File: config.mk
export PLATFORM = sky130hd
export DESIGN_NAME = line_row_span_rasterizer
export DESIGN_NICKNAME = d
export VERILOG_FILES = /design/src/hdl/lrsr_pkg.sv /design/src/hdl/line_row_span_rasterizer.sv
export SDC_FILE = /design/constraint.sdc
export NUM_CORES = 2
export LEC_CHECK = 0
export BUFFER_PORTS_ARGS = -buffer_cell sky130_fd_sc_hd__clkbuf_2
export CORE_ASPECT_RATIO = 0.9
export CORE_MARGIN = 1.5
export CORE_UTILIZATION = 68
export CTS_CLUSTER_DIAMETER = 40
export DETAILED_ROUTE_END_ITERATION = 8
export PLACE_DENSITY_LB_ADDON = 0.08
export SLEW_MARGIN = 25
export SYNTH_ARGS = -nofsm -noshare
export SYNTH_HDL_FRONTEND = slang
export SYNTH_SLANG_ARGS = --single-unit
File: constraint.sdc
create_clock -name clk -period 24.4 [get_ports clk]
set_input_delay 6.1 -clock clk [delete_from_list [all_inputs] [get_ports clk]]
set_output_delay 6.1 -clock clk [all_outputs]
set_load 0.05 [all_outputs]
File: src/hdl/lrsr_pkg.sv
package lrsr_pkg;

  // default screen size
  localparam int DEF_DISP_COLS = 128;
  localparam int DEF_DISP_ROWS = 64;

  // stream widths
  localparam int IN_W   = 128;
  localparam int COORD_W = 32;

  // centered 16.16 coordinate, one bit wider than the input
  localparam int AW = 33;
  // slope divisor, numerator magnitude and signed slope
  localparam int DW = 27;
  localparam int NW = 42;
  localparam int KW = NW + 1;
  // multiplier operand (row count or sub-pixel fraction)
  localparam int MW = 16;
  // shift applied to the product on the sub-pixel path
  localparam int SUB_SHIFT = 4;
  // running x accumulator and its integer column part
  localparam int XW  = KW + 1 + MW - SUB_SHIFT;
  localparam int PXW = XW - 16;
  // shared iteration counter
  localparam int CNT_W = 6;

  localparam int ONE_PIXEL   = 65536;
  localparam int FRAC_SHIFT  = 12;
  localparam int SLOPE_SHIFT = 10;
  localparam int DEN_SHIFT   = 6;

  localparam logic signed [AW-1:0] HALF_PIXEL = 33'sd32768;

  // one-hot sequencer states
  typedef enum logic [6:0] {
    ST_IDLE  = 7'b0000001,
    ST_SETUP = 7'b0000010,
    ST_DIV   = 7'b0000100,
    ST_MUL   = 7'b0001000,
    ST_FIX   = 7'b0010000,
    ST_ROW   = 7'b0100000,
    ST_FLUSH = 7'b1000000
  } state_t;

  // sign-extend one input coordinate and move it by half a pixel
  function automatic logic signed [AW-1:0] centre(input logic [COORD_W-1:0] v);
    logic signed [AW-1:0] s;
    s = $signed({v[COORD_W-1], v});
    return s + HALF_PIXEL;
  endfunction

endpackage

File: src/hdl/line_row_span_rasterizer.sv
// channel | dir | ports               | word layout (low bit first)
// in_     | in  | tvalid/tready/tdata | start_x[31:0] start_y[63:32] end_x[95:64] end_y[127:96]
// out_    | out | tvalid/tready/tdata | row, first_col, last_col, zero pad; tlast = final_span
//
// a line passes through setup, the divider for the slope (skipped when the divisor
// is zero), the multiplier for the top clip or sub-pixel step, a fix-up state, the
// row walk and a flush state before the next word is taken; a culled line goes
// from setup straight back to idle.
// rst_n is synchronous and active low; it clears the sequencer and the valid flags.
// a new line is taken only in idle; a stalled output freezes the row walk.
module line_row_span_rasterizer
  import lrsr_pkg::*;
#(
  parameter int DISP_COLS = DEF_DISP_COLS,
  parameter int DISP_ROWS = DEF_DISP_ROWS,
  localparam int CW = $clog2(DISP_COLS),
  localparam int RW = $clog2(DISP_ROWS),
  localparam int OW = ((RW + 2 * CW + 7) / 8) * 8
) (
  input  logic            clk,
  input  logic            rst_n,
  input  logic            in_tvalid,
  output logic            in_tready,
  input  logic [IN_W-1:0] in_tdata,   // start_x, start_y, end_x, end_y
  output logic            out_tvalid,
  input  logic            out_tready,
  output logic [OW-1:0]   out_tdata,  // row, first_col, last_col, zero pad
  output logic            out_tlast   // final_span
);

  localparam logic signed [AW-1:0] W_FIX = AW'(DISP_COLS * ONE_PIXEL);
  localparam logic signed [AW-1:0] H_FIX = AW'(DISP_ROWS * ONE_PIXEL);
  localparam logic signed [PXW:0]  COL_MAX = (PXW + 1)'(DISP_COLS - 1);
  localparam logic [RW-1:0]        ROW_MAX = RW'(DISP_ROWS - 1);

  state_t state_r, state_nxt;

  // endpoint registers
  logic signed [AW-1:0] ax_r, ay_r, bx_r, by_r;

  // divider
  logic [DW-1:0]         den_r;
  logic [DW-1:0]         rem_r;
  logic [NW-1:0]         qn_r;
  logic                  neg_r;
  logic [CNT_W-1:0]      cnt_r;
  logic signed [KW-1:0]  kx_r;

  // multiplier
  logic signed [KW:0]    acc_hi_r;
  logic [MW-1:0]         acc_lo_r;
  logic [MW-1:0]         mq_r;
  logic                  y0neg_r;

  // row walk
  logic signed [XW-1:0]  x_r;
  logic signed [PXW-1:0] prev_r;
  logic                  first_r;
  logic [RW-1:0]         py_r, py1_r;

  // pending span, held until we know whether it is the last one
  logic                  pend_v_r;
  logic [RW-1:0]         pend_row_r;
  logic [CW-1:0]         pend_lo_r, pend_hi_r;

  // output register
  logic                  out_valid_r;
  logic [RW-1:0]         out_row_r;
  logic [CW-1:0]         out_first_r, out_last_r;
  logic                  out_final_r;

  // setup: order endpoints, cull, divisor, numerator, multiplier operand and row bounds
  logic                  a_first;
  logic signed [AW-1:0]  sx0, sy0, sx1, sy1;
  logic                  cull;
  logic signed [AW:0]    dy, dx, dx_mag;
  logic [DW-1:0]         den;
  logic [NW-1:0]         num;
  logic [AW-17:0]        yint, neg_yint;
  logic [MW-1:0]         mq_init;
  logic [RW-1:0]         py0, py1;

  always_comb begin
    a_first  = ay_r < by_r;
    sx0      = a_first ? ax_r : bx_r;
    sy0      = a_first ? ay_r : by_r;
    sx1      = a_first ? bx_r : ax_r;
    sy1      = a_first ? by_r : ay_r;
    cull     = (ax_r[AW-1] && bx_r[AW-1]) || (ax_r >= W_FIX && bx_r >= W_FIX) ||
               sy1[AW-1] || (sy0 >= H_FIX);
    dy       = {sy1[AW-1], sy1} - {sy0[AW-1], sy0};
    den      = dy[DW+DEN_SHIFT-1:DEN_SHIFT];
    dx       = {sx1[AW-1], sx1} - {sx0[AW-1], sx0};
    dx_mag   = dx[AW] ? -dx : dx;
    num      = {dx_mag[NW-SLOPE_SHIFT-1:0], SLOPE_SHIFT'(0)};
    yint     = sy0[AW-1:16];
    neg_yint = -yint;
    mq_init  = sy0[AW-1] ? neg_yint[MW-1:0] : MW'(sy0[15:FRAC_SHIFT]);
    py0      = sy0[AW-1] ? '0 : sy0[16+RW-1:16];
    py1      = (sy1 >= H_FIX) ? ROW_MAX : sy1[16+RW-1:16];
  end

  // divider: one quotient bit per cycle, restoring
  logic [DW:0]          cand, diff;
  logic                 ge;
  logic [DW-1:0]        rem_nxt;
  logic [NW-1:0]        qn_nxt;
  logic signed [KW-1:0] q_pos, kx_div;

  always_comb begin
    cand    = {rem_r, qn_r[NW-1]};
    diff    = cand - {1'b0, den_r};
    ge      = cand >= {1'b0, den_r};
    rem_nxt = ge ? diff[DW-1:0] : cand[DW-1:0];
    qn_nxt  = {qn_r[NW-2:0], ge};
    q_pos   = $signed({1'b0, qn_nxt});
    kx_div  = neg_r ? -q_pos : q_pos;
  end

  // multiplier: one operand bit per cycle, product shifts right
  logic signed [KW:0]        addend, sum;
  logic signed [KW+MW:0]     prod;
  logic signed [XW-1:0]      x_fix;

  always_comb begin
    addend = mq_r[0] ? {kx_r[KW-1], kx_r} : '0;
    sum    = acc_hi_r + addend;
    prod   = {acc_hi_r, acc_lo_r};
    x_fix  = y0neg_r ? x_r + {{(XW-KW-1){acc_hi_r[KW]}}, acc_hi_r}
                     : x_r - prod[KW+MW:SUB_SHIFT];
  end

  // row walk: column of this row and the span joining it to the last one
  logic signed [PXW-1:0] px;
  logic signed [PXW:0]   pxe, pve, lo, hi, lo_c, hi_c;
  logic                  emit;
  logic                  out_free;

  always_comb begin
    px   = x_r[XW-1:16];
    pxe  = {px[PXW-1], px};
    pve  = {prev_r[PXW-1], prev_r};
    if (first_r || pxe == pve) begin
      lo = pxe;
      hi = pxe;
    end else if (pve < pxe) begin
      lo = pve + (PXW + 1)'(1);
      hi = pxe;
    end else begin
      lo = pxe;
      hi = pve - (PXW + 1)'(1);
    end
    lo_c     = lo[PXW] ? '0 : lo;
    hi_c     = (hi > COL_MAX) ? COL_MAX : hi;
    emit     = lo_c <= hi_c;
    out_free = !out_valid_r || out_tready;
  end

  // sequencer
  always_comb begin
    state_nxt = state_r;
    case (state_r)
      ST_IDLE:  if (in_tvalid) state_nxt = ST_SETUP;
      ST_SETUP: begin
        if (cull)           state_nxt = ST_IDLE;
        else if (den == '0) state_nxt = ST_MUL;
        else                state_nxt = ST_DIV;
      end
      ST_DIV:   if (cnt_r == CNT_W'(NW - 1)) state_nxt = ST_MUL;
      ST_MUL:   if (cnt_r == CNT_W'(MW - 1)) state_nxt = ST_FIX;
      ST_FIX:   state_nxt = ST_ROW;
      ST_ROW:   if (out_free && py_r == py1_r) state_nxt = ST_FLUSH;
      ST_FLUSH: if (!pend_v_r || out_free) state_nxt = ST_IDLE;
      default:  state_nxt = ST_IDLE;
    endcase
  end

  // output register load: a pending span moves out
  logic load_out;

  always_comb begin
    case (state_r)
      ST_ROW:   load_out = out_free && emit && pend_v_r;
      ST_FLUSH: load_out = out_free && pend_v_r;
      default:  load_out = 1'b0;
    endcase
  end

  // control registers
  always_ff @(posedge clk) begin
    if (!rst_n) begin
      state_r     <= ST_IDLE;
      pend_v_r    <= 1'b0;
      out_valid_r <= 1'b0;
    end else begin
      state_r <= state_nxt;
      if (load_out) out_valid_r <= 1'b1;
      else if (out_tready) out_valid_r <= 1'b0;
      case (state_r)
        ST_ROW: begin
          if (out_free && emit) pend_v_r <= 1'b1;
        end
        ST_FLUSH: begin
          if (pend_v_r && out_free) pend_v_r <= 1'b0;
        end
        default: ;
      endcase
    end
  end

  // datapath registers
  always_ff @(posedge clk) begin
    case (state_r)
      ST_IDLE: begin
        if (in_tvalid) begin
          ax_r <= centre(in_tdata[31:0]);
          ay_r <= centre(in_tdata[63:32]);
          bx_r <= centre(in_tdata[95:64]);
          by_r <= centre(in_tdata[127:96]);
        end
      end
      ST_SETUP: begin
        den_r    <= den;
        rem_r    <= '0;
        qn_r     <= num;
        neg_r    <= dx[AW];
        cnt_r    <= '0;
        kx_r     <= '0;
        x_r      <= {{(XW-AW){sx0[AW-1]}}, sx0};
        y0neg_r  <= sy0[AW-1];
        mq_r     <= mq_init;
        acc_hi_r <= '0;
        acc_lo_r <= '0;
        py_r     <= py0;
        py1_r    <= py1;
      end
      ST_DIV: begin
        rem_r <= rem_nxt;
        qn_r  <= qn_nxt;
        if (cnt_r == CNT_W'(NW - 1)) begin
          kx_r  <= kx_div;
          cnt_r <= '0;
        end else begin
          cnt_r <= cnt_r + 1'b1;
        end
      end
      ST_MUL: begin
        acc_hi_r <= {sum[KW], sum[KW:1]};
        acc_lo_r <= {sum[0], acc_lo_r[MW-1:1]};
        mq_r     <= {1'b0, mq_r[MW-1:1]};
        cnt_r    <= cnt_r + 1'b1;
      end
      ST_FIX: begin
        x_r     <= x_fix;
        first_r <= 1'b1;
      end
      ST_ROW: begin
        if (out_free) begin
          if (emit) begin
            pend_row_r <= py_r;
            pend_lo_r  <= lo_c[CW-1:0];
            pend_hi_r  <= hi_c[CW-1:0];
            if (pend_v_r) begin
              out_row_r   <= pend_row_r;
              out_first_r <= pend_lo_r;
              out_last_r  <= pend_hi_r;
              out_final_r <= 1'b0;
            end
          end
          first_r <= 1'b0;
          prev_r  <= px;
          x_r     <= x_r + {{(XW-KW){kx_r[KW-1]}}, kx_r};
          if (py_r != py1_r) py_r <= py_r + 1'b1;
        end
      end
      ST_FLUSH: begin
        if (pend_v_r && out_free) begin
          out_row_r   <= pend_row_r;
          out_first_r <= pend_lo_r;
          out_last_r  <= pend_hi_r;
          out_final_r <= 1'b1;
        end
      end
      default: ;
    endcase
  end

  // ports
  assign in_tready  = (state_r == ST_IDLE);
  assign out_tvalid = out_valid_r;
  assign out_tdata  = OW'({out_last_r, out_first_r, out_row_r});
  assign out_tlast  = out_final_r;

  // checks on the row walk and span output
  a_span_order: assert property (@(posedge clk) disable iff (!rst_n)
    out_valid_r |-> (out_first_r <= out_last_r) && (out_last_r <= CW'(DISP_COLS - 1)))
    else $error("span columns out of order or off screen");

  a_row_bound: assert property (@(posedge clk) disable iff (!rst_n)
    (state_r == ST_ROW) |-> (py_r <= py1_r))
    else $error("row counter passed the last row");

  a_idle_clean: assert property (@(posedge clk) disable iff (!rst_n)
    in_tready |-> !pend_v_r)
    else $error("pending span left over while idle");

  a_flush_done: assert property (@(posedge clk) disable iff (!rst_n)
    (state_r == ST_FLUSH && !pend_v_r) |=> (state_r == ST_IDLE))
    else $error("flush did not return to idle");

endmodule
# Word-level counts from Yosys, hierarchy flattened
# Cells that the tools add are included.
# word_totals
register_bits,514
input_bits,132
out_inout_bits,27
# classes
add_sub_neg,18
n_lt_le_gt_ge,9
n_eq_ne,23
n_mux,67
n_reduce_logical,33
# ops
op,n
two-way mux 41 bit,5
case mux 56 bit (3 select lines),1
"adder 32 x 17 -> 33 bit, second input constant",4
two-way mux 33 bit,4
adder 56 bit,2
two-way mux 56 bit,2
two-way mux 7 bit,13
case mux 44 bit (2 select lines),1
two-way mux 43 bit,2
case mux 43 bit (2 select lines),1
case mux 42 bit (2 select lines),1
">= comparator 33 x 24 -> 1 bit, second input constant",2
">= comparator 33 x 25 -> 1 bit, second input constant",2
case mux 16 bit (2 select lines),2
subtractor 56 bit,1
case mux 27 bit (2 select lines),1
case mux 7 bit (7 select lines),1
two-way mux 6 bit,8
adder 44 bit,1
two-way mux 44 bit,1
negator 42 -> 43 bit,1
"adder 40 x 2 -> 41 bit, second input constant",1
"greater-than comparator 41 x 8 -> 1 bit, second input constant",1
less-or-equal comparator 41 bit,1
42 further kinds,91

# Logic depth before layout (Yosys ltp)
# logic_depth
word_depth,10
mapped_depth,39

# Worst setup path before layout
# OpenSTA, ideal clock, no wires.
# synth_path
path_type,in2reg
startpoint,input out_tready
endpoint,"register x_r[0], enable pin"
setup_time_ns,0.547
t_arrival_ns,10.310
path_slack_ns,13.543
stages,3
path_buffers,0
path_cell_list,nand2b_1 -> a21oi_1 -> o21ai_0
# synth_between
elab_chain_len,3
# synth_lines
item,line_no,text
"start, declared",line_row_span_rasterizer.sv:26,"input logic out_tready,"
logical OR 1 bit,line_row_span_rasterizer.sv:156,out_free = !out_valid_r || out_tready;
inequality test 2 bit (no source line),-,
AND reduction 2 bit (no source line),-,
"end signal, assigned",line_row_span_rasterizer.sv:229,"x_r <= {{(XW-AW){sx0[AW-1]}}, sx0};"
"end signal, assigned",line_row_span_rasterizer.sv:254,x_r <= x_fix;
"end signal, assigned",line_row_span_rasterizer.sv:272,"x_r <= x_r + {{(XW-KW){kx_r[KW-1]}}, kx_r};"
"end, declared",line_row_span_rasterizer.sv:56,logic signed [XW-1:0] x_r;
# No other way between the ends.
# A chain may end at the register's enable or synchronous reset.

# Worst setup path in the final report
# layout_path
startpoint,register x_r[17]
endpoint,"register out_first_r[6], enable pin"
# layout_between
elab_chain_len,8
word_cells_on_any_way,13
cone_classes,order compare (3); eq/ne (2); mux (6); reduce/logical (2)
# layout_lines
item,line_no,text
< comparator 40 bit or == test 40 bit (tied branches),"line_row_span_rasterizer.sv:146, line_row_span_rasterizer.sv:143",
two-way mux 41 bit or logical OR 1 bit (tied branches),"line_row_span_rasterizer.sv:146, line_row_span_rasterizer.sv:143",
two-way mux 41 bit,line_row_span_rasterizer.sv:143,if (first_r || pxe == pve) begin
greater-than comparator 41 x 8 -> 1 bit,line_row_span_rasterizer.sv:154,hi_c = (hi > COL_MAX) ? COL_MAX : hi;
two-way mux 41 bit,line_row_span_rasterizer.sv:154,
less-or-equal comparator 41 bit *,line_row_span_rasterizer.sv:155,emit = lo_c <= hi_c;
inequality test 2 bit (no source line) *,-,
AND reduction 5 bit (no source line) *,-,
"end signal, assigned",line_row_span_rasterizer.sv:265,out_first_r <= pend_lo_r;
"end signal, assigned",line_row_span_rasterizer.sv:279,out_first_r <= pend_lo_r;
"end, declared",line_row_span_rasterizer.sv:69,"logic [CW-1:0] out_first_r, out_last_r;"
# Every way passes the cells marked *; elsewhere a longest branch is shown, timed or not.

==> impl_metrics.csv <==
group,metric,value,unit
global_route,track_usage,0.3505,
clocking,cts_made_buffers,75,
clocking,ctsResizeCount,0,
sta,tightestPinTransition,0.9933,ns
sta,timing.setup.tns,0,ns
floorplanning,pin_count,159,
power,p_leak,17.09,nW
global_route,overflow,0,
critical_path,cp_num_buf_inv,2,
hold_path,holdCritPathClass,"register to register",
routing,drt_first_pass_iters,6,
floorplanning,num_rows,83,
floorplanning,core-area,56910,sq um
floorplanning,die-area,58930,sq um
synth,edff_count_synth,500,
synth,netlist.area_leader.share,0.3841,
synth,ys_types,95,
finish,layout-area-overhead-vs-synth,10.21,%
critical_path,cp_top_family,"compound AO/OA/AOI/OAI gates",
critical_path,end_kind,"register",
finish,nNetsFinal,4842,
global_route,grt_max_degree,97,
clocking,clock_pin_transition_on_the_worst_setup_and_hold_timing_paths,0.06,ns
routing,ant_nets,0,
routing,dr.first_iter.drc_count,3914,
finish,n_fill_cell,4160,
critical_path,depth_of_the_most_critical_reg_to_reg_path,38,
sta,timing.fmax,111.2,MHz
routing,wl_per_cell,19.82,um
finish,final_layout_size_suffix_gt1_frac,0.08725,
critical_path,cpMostUsedCell,"sky130_fd_sc_hd__o21a_1",
critical_path,cp_peak_stage_delay,0.76,ns
flow_run,cap_viol_max_count,0,
clocking,tritoncts_num_sinks,509,
synth,post_synth_main_area_contributors,"sky130_fd_sc_hd__edfxtp_1, sky130_fd_sc_hd__ha_1, sky130_fd_sc_hd__xnor2_1",
sta,finalCriticalPeriod,8.990,ns
routing,vias,33236,
power,power.total,3.403,mW
floorplanning,dieHeight,230.5,um
critical_path,cpMaxStageDelayCell,"sky130_fd_sc_hd__and2_1",
synth,mean_post_synth_cell_area,8.930,sq um
clocking,clkLatencyLatePin,0.63,ns
sta,hold_viol_final,0,
sta,timing.clock.skew,0.02561,ns
clocking,clock_tree.root_cell,"sky130_fd_sc_hd__clkbuf_16",
synth,synthCells,4377,
floorplanning,start_util,0.6869,
routing,remaining_drc_errors,0,
global_route,antenna_found_initial,1,
routing,via_density_per_instance,6.294,
sta,final_critical_path_share_of_the_clock_period,0.3684,
finish,ant_diodes,0,
sta,finalSetupViolations,0,
finish,final-seq-area,15190,sq um
hold_path,hold_depth,0,
sta,grt_setup_unrepaired,"false",
clocking,post-cts-setup-buffer-count,0,
synth,syn-cell-area,39090,sq um
placement,gpl.final_weighted_congestion,0.9421,
critical_path,worstSetupPathType,"register to register",
placement,portBuffers,154,
power,power_per_cell_area,78.99,nW/um^2
critical_path,data_required_time_of_the_critical_path,24.64,ns
critical_path,maximum_net_fanout_on_the_critical_path,34,
clocking,cts_tree,"built",
clocking,cts.path.max_buffers,3,
synth,synth_top_flop_cell,"sky130_fd_sc_hd__edfxtp_1",
clocking,cts_htree_levels,3,
synth,synth.ff_latch_count,509,
global_route,grt_first_pass_wirelength,165.1,mm
synth,synthesis_warning_total,0,
global_route,grt_pass1_vias,30243,
synth,async_sr_flop_fraction,0,
routing,postRouteWirelength,104.6,mm
synth,synth-seq-area-share,0.3887,
critical_path,setup.worst_path.start_class,"register",
critical_path,cp.arrival,9.23,ns
sta,relSlewSlack,0.3323,
finish,area_occupied_by_multi_input_gates,22410,sq um
power,worst_ir_drop_vdd,0.06759,mV
synth,post-synth-top-area-cell,"sky130_fd_sc_hd__edfxtp_1",
floorplanning,floorplan.die.width,255.7,um
outcome,outcome,"complete, no violations",
sta,finalMaxSlewViolations,0,
critical_path,critical_path_cell_count,38,
placement,hpwl,77.61,mm
clocking,cts_hold_buf,0,
[cell usage after synthesis, drive strengths merged (42+ instances only)]
master and n:
a21o 86, a21oi 351, a31oi 60, and2 81, and3 42, clkbuf 149, edfxtp 500, ha 252
inv 218, nand2 416, nand2b 65, nand3 131, nand4 76, nor2 503, nor2b 74, nor3 90
nor4 57, o21ai 205, o31ai 63, xnor2 227, xor2 219
[worst paths after layout]
kind	from	endpoint	slack, ns
worst min register to register	pend_row_r[5]	out_row_r[5]	0.42
worst min-delay path	pend_row_r[5]	out_row_r[5]	0.42
worst max-delay path	x_r[17]	out_first_r[6]	15.41
worst max register to register	x_r[17]	out_first_r[6]	15.41
[where the power goes]
| group | switching, mW | internal (mW) | leakage (nW) | total, mW |
|---|---|---|---|---|
| combinational | 0.679 | 0.416 | 11.1 | 1.09 |
| sequential | 0.0749 | 1.09 | 4.70 | 1.17 |
| clock | 0.443 | 0.700 | 1.29 | 1.14 |
[flip-flops by register name, indices dropped and copies added (netlist names), 12 cells and up]
register  count
acc_lo_r     12
by_r         33
x_r          56
kx_r         43
qn_r         42
mq_r         16
ax_r         33
den_r        27
ay_r         33
bx_r         33
prev_r       40
acc_hi_r     43
rem_r        27
[stage by stage]
step	util	setup slack (ns)	instance area, sq um	cells	hold slack, ns
final	0.7570	15.41	43080	5281	0.4229
after global routing	0.7570	14.80	43080	5281	0.4297
after CTS	0.7565	15.44	43050	5280	0.4194
after detailed placement	0.7097	15.49	40390	5142	0.4061
after global placement	0.7097	15.76	40390	5142	0.4033
after floorplan	-	13.54	39100	4380	0.4003
[logic make-up (layout without fill, tap and decap cells)]
kind of cell,after synthesis,in the layout,share of synthesized area
other,1,4,0.00009594
adders and majority gates,294,294,0.09219
muxes,33,33,0.008642
AOI/OAI and AO/OA,1009,1009,0.1613
and+or+nand+nor,1676,1676,0.2077
DFF,509,509,0.3887
xor gates and xnor gates,446,446,0.1001
buffers and inverters,409,545,0.04126
[cell type report]
cell class | instances | area share
Timing Repair Buffer | 188 | 0.02399
Inverter | 219 | 0.01908
Clock inverter | 58 | 0.01687
Tap cell | 765 | 0.02222
Multi-Input combinational cell | 3462 | 0.5202
Clock buffer | 80 | 0.04499
Sequential cell | 509 | 0.3527
[placed cells by master, fill, tap and decap left out, types with 86 or more instances in the layout]
master	synthesis	routed
sky130_fd_sc_hd__nor2_1	503	502
sky130_fd_sc_hd__nand2_1	416	413
sky130_fd_sc_hd__xnor2_1	226	226
sky130_fd_sc_hd__a21o_1	86	86
sky130_fd_sc_hd__o21ai_0	197	196
sky130_fd_sc_hd__inv_1	217	217
sky130_fd_sc_hd__clkbuf_2	0	154
sky130_fd_sc_hd__nand3_1	131	130
sky130_fd_sc_hd__xor2_1	219	219
sky130_fd_sc_hd__nor3_1	86	86
sky130_fd_sc_hd__ha_1	252	252
sky130_fd_sc_hd__edfxtp_1	500	500
sky130_fd_sc_hd__a21oi_1	343	341
[layer usage]
layer	track usage	up-vias	wire, um
li1	-	15981	-
met1	0.5146	15451	46260
met2	0.5221	1576	44540
met3	0.05588	226	9870
met4	0.1350	2	3968
met5	0	-	9
No activity file was read; power rests on OpenSTA's default activity.
